### src/design/thac_pkg.sv
package thac_pkg;

    localparam int RAW_W       = 16;
    localparam int TEMP_MAG_W  = 14;
    localparam int HUM_CENTI_W = 15;
    localparam int TEMP_PROD_W = 31;
    localparam int TEMP_X_W    = 32;

    // centi-degrees: 175.72 * avg / 65536 - 46.85
    localparam logic [14:0]          TEMP_SCALE  = 15'd17572;
    localparam logic [TEMP_X_W-1:0]  TEMP_OFFSET = 32'd307036160;   // 4685 << 16

    // centi-percent: floor(avg * 0.1907) - 600, via a scaled reciprocal
    localparam int                   HUM_SHIFT   = 30;
    localparam int                   HUM_MUL_W   = 28;
    localparam logic [HUM_MUL_W-1:0] HUM_MUL     =
        HUM_MUL_W'(((64'd1907 << HUM_SHIFT) + 64'd9999) / 64'd10000);
    localparam int                   HUM_Q_W     = 14;
    localparam logic [HUM_CENTI_W-1:0] HUM_OFFSET = 15'd600;

    typedef struct packed {
        logic [HUM_CENTI_W-1:0] hum_centi;
        logic                   temp_below_zero;
        logic [TEMP_MAG_W-1:0]  temp_magnitude_centi;
        logic [RAW_W-1:0]       avg_hum_raw;
        logic [RAW_W-1:0]       avg_temp_raw;
    } result_t;

endpackage

### src/design/temp_humidity_average_convert.sv
// channel  | beat fields (tdata, lowest bit first)                        | width
// s_axis   | temp_raw[15:0], hum_raw[31:16]                               | 32
// m_axis   | avg_temp_raw[15:0], avg_hum_raw[31:16], temp_magnitude_centi | 64
//          | [45:32], temp_below_zero[46], hum_centi[61:47], zero pad     |
//
// one beat in and one beat out per cycle unless m_axis_tready stalls the output; a result
// passes the window update, reciprocal divide, constant multiply and offset registers in turn
// two of the stages are multiplier stages, each stage holds one multiply per field
// reset clears both rings, the running sums, the slot pointer and all stage valids
// stalls ripple back stage by stage, so empty stages keep taking beats
module temp_humidity_average_convert
    import thac_pkg::*;
#(
    parameter int WINDOW_LEN = 10
) (
    input  logic        aclk,
    input  logic        aresetn,
    input  logic        s_axis_tvalid,
    output logic        s_axis_tready,
    input  logic [31:0] s_axis_tdata,   // temp_raw, hum_raw
    output logic        m_axis_tvalid,
    input  logic        m_axis_tready,
    output logic [63:0] m_axis_tdata    // avg_temp_raw, avg_hum_raw, temp_magnitude_centi,
                                        // temp_below_zero, hum_centi, pad
);

    localparam int SLOT_W     = $clog2(WINDOW_LEN);
    localparam int SUM_W      = RAW_W + $clog2(WINDOW_LEN);
    localparam int AVG_SHIFT  = SUM_W + $clog2(WINDOW_LEN);
    localparam int AVG_PROD_W = 2 * SUM_W + 1;
    localparam logic [SUM_W:0] AVG_MUL =
        (SUM_W+1)'(((64'd1 << AVG_SHIFT) + 64'(WINDOW_LEN) - 64'd1) / 64'(WINDOW_LEN));
    localparam logic [SLOT_W-1:0] LAST_SLOT = SLOT_W'(WINDOW_LEN - 1);

    // window state
    logic [RAW_W-1:0]  temp_win_reg [WINDOW_LEN];
    logic [RAW_W-1:0]  hum_win_reg  [WINDOW_LEN];
    logic [SLOT_W-1:0] slot_reg, slot_next;
    logic [SUM_W-1:0]  temp_sum_reg, temp_sum_next;
    logic [SUM_W-1:0]  hum_sum_reg, hum_sum_next;

    // pipeline
    logic              v1_reg, v2_reg, v3_reg, v4_reg;
    logic              rdy1, rdy2, rdy3, rdy4;
    logic [SUM_W-1:0]  tsum1_reg, hsum1_reg;
    logic [RAW_W-1:0]  avg_t2_reg, avg_h2_reg, avg_t2_next, avg_h2_next;
    logic [RAW_W-1:0]  avg_t3_reg, avg_h3_reg;
    logic [TEMP_PROD_W-1:0] tprod3_reg;
    logic [HUM_Q_W-1:0]     hq3_reg, hq3_next;
    result_t           out_reg, out_next;

    logic [RAW_W-1:0]  temp_raw, hum_raw;
    logic              s_accept;
    logic [AVG_PROD_W-1:0] avg_t_prod, avg_h_prod;
    logic [RAW_W+HUM_MUL_W-1:0] hum_prod;
    logic signed [TEMP_X_W-1:0] temp_x, temp_abs;

    assign temp_raw = s_axis_tdata[15:0];
    assign hum_raw  = s_axis_tdata[31:16];

    assign rdy4 = !v4_reg || m_axis_tready;
    assign rdy3 = !v3_reg || rdy4;
    assign rdy2 = !v2_reg || rdy3;
    assign rdy1 = !v1_reg || rdy2;
    assign s_axis_tready = rdy1;
    assign s_accept = s_axis_tvalid && rdy1;

    // running sums: drop the slot being overwritten, add the new sample
    always_comb begin
        temp_sum_next = temp_sum_reg - SUM_W'(temp_win_reg[slot_reg]) + SUM_W'(temp_raw);
        hum_sum_next  = hum_sum_reg - SUM_W'(hum_win_reg[slot_reg]) + SUM_W'(hum_raw);
        slot_next     = (slot_reg == LAST_SLOT) ? '0 : slot_reg + 1'b1;
    end

    always_ff @(posedge aclk) begin
        if (!aresetn) begin
            for (int i = 0; i < WINDOW_LEN; i++) begin
                temp_win_reg[i] <= '0;
                hum_win_reg[i]  <= '0;
            end
            slot_reg     <= '0;
            temp_sum_reg <= '0;
            hum_sum_reg  <= '0;
        end else if (s_accept) begin
            temp_win_reg[slot_reg] <= temp_raw;
            hum_win_reg[slot_reg]  <= hum_raw;
            slot_reg     <= slot_next;
            temp_sum_reg <= temp_sum_next;
            hum_sum_reg  <= hum_sum_next;
        end
    end

    // exact floor(sum / WINDOW_LEN) by reciprocal multiply
    always_comb begin
        avg_t_prod  = AVG_PROD_W'(tsum1_reg) * AVG_PROD_W'(AVG_MUL);
        avg_h_prod  = AVG_PROD_W'(hsum1_reg) * AVG_PROD_W'(AVG_MUL);
        avg_t2_next = avg_t_prod[AVG_SHIFT +: RAW_W];
        avg_h2_next = avg_h_prod[AVG_SHIFT +: RAW_W];
    end

    always_comb begin
        hum_prod = (RAW_W+HUM_MUL_W)'(avg_h2_reg) * (RAW_W+HUM_MUL_W)'(HUM_MUL);
        hq3_next = hum_prod[HUM_SHIFT +: HUM_Q_W];
    end

    always_comb begin
        temp_x   = $signed({1'b0, tprod3_reg}) - $signed(TEMP_OFFSET);
        temp_abs = temp_x[TEMP_X_W-1] ? -temp_x : temp_x;
        out_next.avg_temp_raw         = avg_t3_reg;
        out_next.avg_hum_raw          = avg_h3_reg;
        out_next.temp_magnitude_centi = temp_abs[16 +: TEMP_MAG_W];
        out_next.temp_below_zero      = temp_x[TEMP_X_W-1];
        out_next.hum_centi            = {1'b0, hq3_reg} - HUM_OFFSET;
    end

    always_ff @(posedge aclk) begin
        if (!aresetn) begin
            v1_reg <= 1'b0;
            v2_reg <= 1'b0;
            v3_reg <= 1'b0;
            v4_reg <= 1'b0;
        end else begin
            if (rdy1) v1_reg <= s_axis_tvalid;
            if (rdy2) v2_reg <= v1_reg;
            if (rdy3) v3_reg <= v2_reg;
            if (rdy4) v4_reg <= v3_reg;
        end
    end

    always_ff @(posedge aclk) begin
        if (s_accept) begin
            tsum1_reg <= temp_sum_next;
            hsum1_reg <= hum_sum_next;
        end
        if (rdy2 && v1_reg) begin
            avg_t2_reg <= avg_t2_next;
            avg_h2_reg <= avg_h2_next;
        end
        if (rdy3 && v2_reg) begin
            avg_t3_reg <= avg_t2_reg;
            avg_h3_reg <= avg_h2_reg;
            tprod3_reg <= TEMP_PROD_W'(avg_t2_reg) * TEMP_PROD_W'(TEMP_SCALE);
            hq3_reg    <= hq3_next;
        end
        if (rdy4 && v3_reg) begin
            out_reg <= out_next;
        end
    end

    assign m_axis_tvalid = v4_reg;
    assign m_axis_tdata  = {2'b00, out_reg};

    // ring pointer never leaves the window
    a_slot_range: assert property (@(posedge aclk) disable iff (!aresetn)
        slot_reg <= LAST_SLOT)
        else $error("write slot out of range");

    a_slot_wrap: assert property (@(posedge aclk) disable iff (!aresetn)
        (s_accept && slot_reg == LAST_SLOT) |=> slot_reg == '0)
        else $error("write slot failed to wrap");

    a_held_result: assert property (@(posedge aclk) disable iff (!aresetn)
        (v4_reg && !m_axis_tready) |=> (v4_reg && $stable(out_reg)))
        else $error("stalled result lost or changed");

    // negative temperature exactly when the average is below the zero point
    a_sign_consistent: assert property (@(posedge aclk) disable iff (!aresetn)
        v4_reg |-> (out_reg.temp_below_zero == (out_reg.avg_temp_raw <= 16'd17473)))
        else $error("below-zero flag disagrees with average");

    a_accept_fills: assert property (@(posedge aclk) disable iff (!aresetn)
        s_accept |=> v1_reg)
        else $error("accepted beat not in first stage");

endmodule
### config.mk
export PLATFORM = sky130hd
export DESIGN_NAME = temp_humidity_average_convert
export DESIGN_NICKNAME = d
export VERILOG_FILES = /design/src/design/thac_pkg.sv /design/src/design/temp_humidity_average_convert.sv
export SDC_FILE = /design/constraint.sdc
export NUM_CORES = 2
export LEC_CHECK = 0
export BUFFER_PORTS_ARGS = -buffer_cell sky130_fd_sc_hd__buf_2
export CORE_MARGIN = 4
export CORE_UTILIZATION = 51
export CTS_BUF_LIST = sky130_fd_sc_hd__clkbuf_8
export DETAILED_ROUTE_END_ITERATION = 7
export PLACE_DENSITY = 0.67
export SLEW_MARGIN = 40
export SYNTH_ARGS = -nofsm -noshare
export SYNTH_HDL_FRONTEND = slang
export SYNTH_SLANG_ARGS = --single-unit
### constraint.sdc
create_clock -name aclk -period 7.41 [get_ports aclk]
set_input_delay 0.741 -clock aclk [delete_from_list [all_inputs] [get_ports aclk]]
set_output_delay 0.741 -clock aclk [all_outputs]
set_load 0.02 [all_outputs]
* Word level (Yosys, flattened, before mapping)
Memories as Yosys holds them, arrays and structs flattened. A register that Yosys moved wholly into a read port is not among the register bits.
Index checks and enable logic that the tools add are counted.
** Cells by class
- Reductions and logical operators :: 14
- Equal/unequal tests :: 1
- Add/sub/neg operators :: 8
- Mux-type cells :: 16
- Multiply operators :: 4
** Operators by type and width (count)
- 20-bit by 20-bit multiplier with 39-bit output (second input constant) :: 2
- 16-bit by 27-bit multiplier with 43-bit output (second input constant) :: 1
- 20-bit by 16-bit adder with 20-bit output :: 2
- 20-bit by 16-bit subtractor with 20-bit output :: 2
- 16-bit two-way mux :: 2
- 16-bit OR reduction :: 2
- 31-bit by 29-bit subtractor with 32-bit output (second input constant) :: 1
- 30-bit two-way mux :: 1
- 30-bit negation :: 1
- 16-bit by 13-bit multiplier with 29-bit output (second input constant) :: 1
- 4-bit two-way mux :: 7
- 14-bit by 10-bit subtractor with 15-bit output (second input constant) :: 1
- 1-bit two-way mux :: 6
- 4-bit by 1-bit adder with 4-bit output (second input constant) :: 1
- 4-bit equality test (second input constant) :: 1
- 1-bit logical AND :: 4
- 1-bit logical NOT :: 4
- 1-bit logical OR :: 4
** Storage, ports and cells
- Bits of input ports :: 36
- Bits in writable memories :: 320
- Output and inout port bits :: 66
- Bits in registers :: 257
- Word-level logic and storage cells :: 65
- Memories :: 2
** Memory list
- hum_win_reg :: depth 10, bits a word 16, rd ports 1, clocked after Yosys merged registers in 1, wr ports 10, RTL line temp_humidity_average_convert.sv:37 : logic [RAW_W-1:0] hum_win_reg [WINDOW_LEN];
- temp_win_reg :: depth 10, bits a word 16, rd ports 1, clocked after Yosys merged registers in 1, wr ports 10, RTL line temp_humidity_average_convert.sv:36 : logic [RAW_W-1:0] temp_win_reg [WINDOW_LEN];

* Logic depth before layout (Yosys ltp)
- Depth in word-level cells :: 11
- Depth in mapped cells :: 22
- Mapped depth without buffers :: 22

* Worst setup path after synthesis
OpenSTA, ideal clock, no wires.
- Path kind :: in2reg
- From :: input port m_axis_tready
- To :: register avg_h3_reg[0], enable pin
- Data required time :: 6.798 ns
- Path buffers :: 0
- Arrival :: 6.057 ns
- Path slack :: 0.741 ns
- Stages on the path :: 2
- Setup time :: 0.612 ns
- Cell sequence :: nor2b_1 -> a21boi_0
** Between the ends
- Word-level cells in the longest chain between the ends :: 3
** RTL lines
- start, declared :: RTL line temp_humidity_average_convert.sv:22 : input logic m_axis_tready,
- 1-bit logical OR :: RTL line temp_humidity_average_convert.sv:61 : assign rdy4 = !v4_reg || m_axis_tready;
- 1-bit logical OR :: RTL line temp_humidity_average_convert.sv:62 : assign rdy3 = !v3_reg || rdy4;
- 1-bit logical AND :: RTL line temp_humidity_average_convert.sv:139 : if (rdy3 && v2_reg) begin
- end signal, assigned :: RTL line temp_humidity_average_convert.sv:141 : avg_h3_reg <= avg_h2_reg;
- end, declared :: RTL line temp_humidity_average_convert.sv:47 : logic [RAW_W-1:0] avg_t3_reg, avg_h3_reg;
Every way passes these cells.
A chain may end at the register's enable or synchronous reset.

* Worst setup path in the final report
- From :: register hsum1_reg[2]
- To :: register avg_h2_reg[15] (data pin)
** Between the ends
- Word-level cells in the longest chain between the ends :: 1
** RTL lines
- start, declared :: RTL line temp_humidity_average_convert.sv:45 : logic [SUM_W-1:0] tsum1_reg, hsum1_reg;
- start signal, assigned :: RTL line temp_humidity_average_convert.sv:133 : hsum1_reg <= hum_sum_next;
- 20-bit by 20-bit multiplier with 39-bit output :: RTL line temp_humidity_average_convert.sv:96 : avg_h_prod = AVG_PROD_W'(hsum1_reg) * AVG_PROD_W'(AVG_MUL);
- net avg_h_prod[39] :: RTL line temp_humidity_average_convert.sv:54 : logic [AVG_PROD_W-1:0] avg_t_prod, avg_h_prod;
- end signal, assigned :: RTL line temp_humidity_average_convert.sv:137 : avg_h2_reg <= avg_h2_next;
- end, declared :: RTL line temp_humidity_average_convert.sv:46 : logic [RAW_W-1:0] avg_t2_reg, avg_h2_reg, avg_t2_next, avg_h2_next;
The timed path passes the listed nets, and every way through them passes these cells.

==> summary.txt <==
vias post-DR: 33,605
max cap viols: 0
met2 Use GR: 39.2%
synthesized area: 55,900 um2
full die area: 115,000 um2
sequential share of the synthesized area: 40.5%
startpoint types: register
Synth area leader: edfxtp_1
P&R area growth vs syn: 8.91%
met1 usage: 31.2%
most common cell in the netlist: inv_1
layout cells sized above 1: 11.2%
crit path cell chain: ha_1 -> inv_1 -> fa_1 -> inv_1 -> fa_1 -> inv_1 -> fa_1 -> inv_1 -> fa_1 -> fa_1 -> ha_1 -> ha_1 -> nand3_1 -> nor2_1 -> nand2_1 -> o41ai_2 -> a211oi_2 -> nor4_1 -> a21boi_1 -> xnor2_1
H-tree depth: 4
DR WL/cell: 21.1 um
wire length of the first global-routing pass: 206,000 um
hold slack: 0.254 ns
Worst slew margin: 42.0%
Global Route Usage Sum: 23.2%
XOR/XNOR Fraction of Synth Area: 2.15%
mux share of post-synthesis cell area: 6.50%
io pins: 102
antenna viol nets, final: 0
endpoint class of the critical path: register
met3 usage: 3.59%
cts repair resizes: 0
nets: 5,869
Avg Inst Size Synth: 12.4 um2
RSZ-0062 raised after global routing: no
EDFF count, synth: 718
hold path cells: 3
Seq cells post-synth: 770
Core Util, Final: 55.9%
initial drt markers: 2,451
TritonRoute pass-1 iters: 5
critical path's top delay family: adder cells
top cell type's share of synthesized area: 38.6%
Worst Path Buf+Inv: 4
core area: 109,000 um2
# DRC: 0
worst slew pin tran: 0.863 ns
clock latency on the worst-skew pair: 0.82 ns
cell count along the critical path: 20
CTS Buffer Depth: 3
clock-pin slew on the worst setup and hold paths: 0.06 ns
clk_skew: 0.0637 ns
Fin. Hold Viols: 0
number of global-route vias before repair: 35,274
Worst Path Required: 7.94 ns
Die H: 339 um
PortBufs: 99
period utilization: 88.4%
status: finished, final reports clean
Distinct cells, synth: 86
slowest cell delay on critical path: 0.66 ns
CP Data Arrival Time: 7.08 ns
post-CTS setup buffer count: 0
initial antenna violation count: 4
main combinational cell family by area after synthesis: adder cells
drt total wl: 131,000 um
Most Crowded Layer GR: met2
Most common cell on crit path: fa_1
critical path class: reg -> reg
worst r2r path cells: 20
crit-path max FO: 6
Area contributors post-synth: edfxtp_1 (39%), fa_1 (17%), ha_1 (15%)
count of mapped cells out of synthesis: 4,498
worst hold path class: in -> reg
max-slew violations: 0
Synth Area in Compound Gates: 4.96%
CTS tree: yes
drt via density: 5.43
slowest CP cell: o41ai_2
Max Fclk: 153 MHz
Hold-fix buffers, CTS: 0
synth cell count leaders: inv_1 (1,003), edfxtp_1 (718), ha_1 (682), fa_1 (476), nor2_1 (319)
Die Wd: 339 um
Initial Util: 51.3%
hpwl dp: 101,000 um
pin count of the biggest net entering global routing: 74
endpoints failing setup: 0
Clock Sink Count: 770
Num CTS Buffers: 133
Adder-Cell Fraction of Synth Area: 32.3%
Post-Synth Simple-Gate Area: 6.10%
CTS root buffer: clkbuf_8
Synth Warn #: 0
setup TNS: 0 ns
placement row count: 121
Primary FF master, synth: edfxtp_1
Tmin final: 6.55 ns
GRT Residual Overflow: 0
GPL Wtd Cong: 0.955
ys async rst share: 0%
-- placed cells by master, fill, tap and decap left out, types with 6 or more instances in the layout --
cell type and n:
nor4_1 39, nand3_1 36, and2_1 9, clkinv_1 31
a21oi_1 132, edfxtp_1 718, nor2b_1 18, o211ai_1 7
o21ai_1 10, fa_1 476, xor2_1 47, nand2_2 6
nor2_1 312, or3_1 9, a211oi_1 18, or2_2 9
nor3_1 63, nand2b_1 11, nand2_1 149, inv_1 1046
buf_4 42, o21bai_1 12, ha_1 682, buf_2 99
a21o_1 72, nand4_1 23, xnor2_1 90, a31oi_1 12
clkbuf_8 135, and3_1 15, o21a_1 16, clkinv_2 7
o21ai_0 53, o31ai_1 8, dfxtp_1 48, nor2_4 7
nand3b_1 6, mux4_2 160
-- worst paths after layout --
kind	from	endpoint	slack, ns
worst max register to register	hsum1_reg[2]	avg_h2_reg[15]	0.86
worst max-delay path	hsum1_reg[2]	avg_h2_reg[15]	0.86
worst min register to register	avg_t3_reg[5]	m_axis_tdata[5]	0.41
worst min-delay path	s_axis_tvalid	v1_reg	0.25
-- worst reg2reg max path: cells and delay by family, from the launching register on --
kind            cells  cell delay [ns]
compound gates      3             1.02
buf+inv             4             0.27
fa+ha+maj           8             3.52
xor+xnor            1             0.17
simple gates        4             0.79
flops               1             0.50
-- final cells by class --
| type | instances | area, um2 |
|---|---|---|
| Antenna cell | 4 | 10.0 |
| Tap cell | 1414 | 1770 |
| Timing Repair Buffer | 149 | 968 |
| Clock inverter | 99 | 602 |
| Clock buffer | 135 | 1860 |
| Inverter | 1005 | 3770 |
| Multi-Input combinational cell | 2616 | 29200 |
| Sequential cell | 770 | 22600 |
| Fill cell | 9027 | 48000 |
-- logic make-up after synthesis --
group / after synthesis
mux: 163
flops: 770
buf+inv: 1113
other cells: 1
compound gates: 411
fa+ha+maj: 1158
xor+xnor: 137
simple gates: 745
-- metal layers --
layer	wire length (um)	share of wire, %
met2	64400	49
met5	13	0.0099
met1	55600	43
met4	3570	2.7
met3	7130	5.5
-- stage by stage --
step	setup slack (ns)	std cells	area [um2]
6_report	0.857	6192	60800
5_1_grt	0.429	6189	60800
4_1_cts	0.807	6187	60800
3_5_place_dp	0.877	5953	58300
3_3_place_gp	0.927	5951	58300
2_1_floorplan	0.741	4499	55900
Power is left out: the tool's default activity adds up to more than one toggle a clock period on the data nets, which glitch-free logic cannot reach.
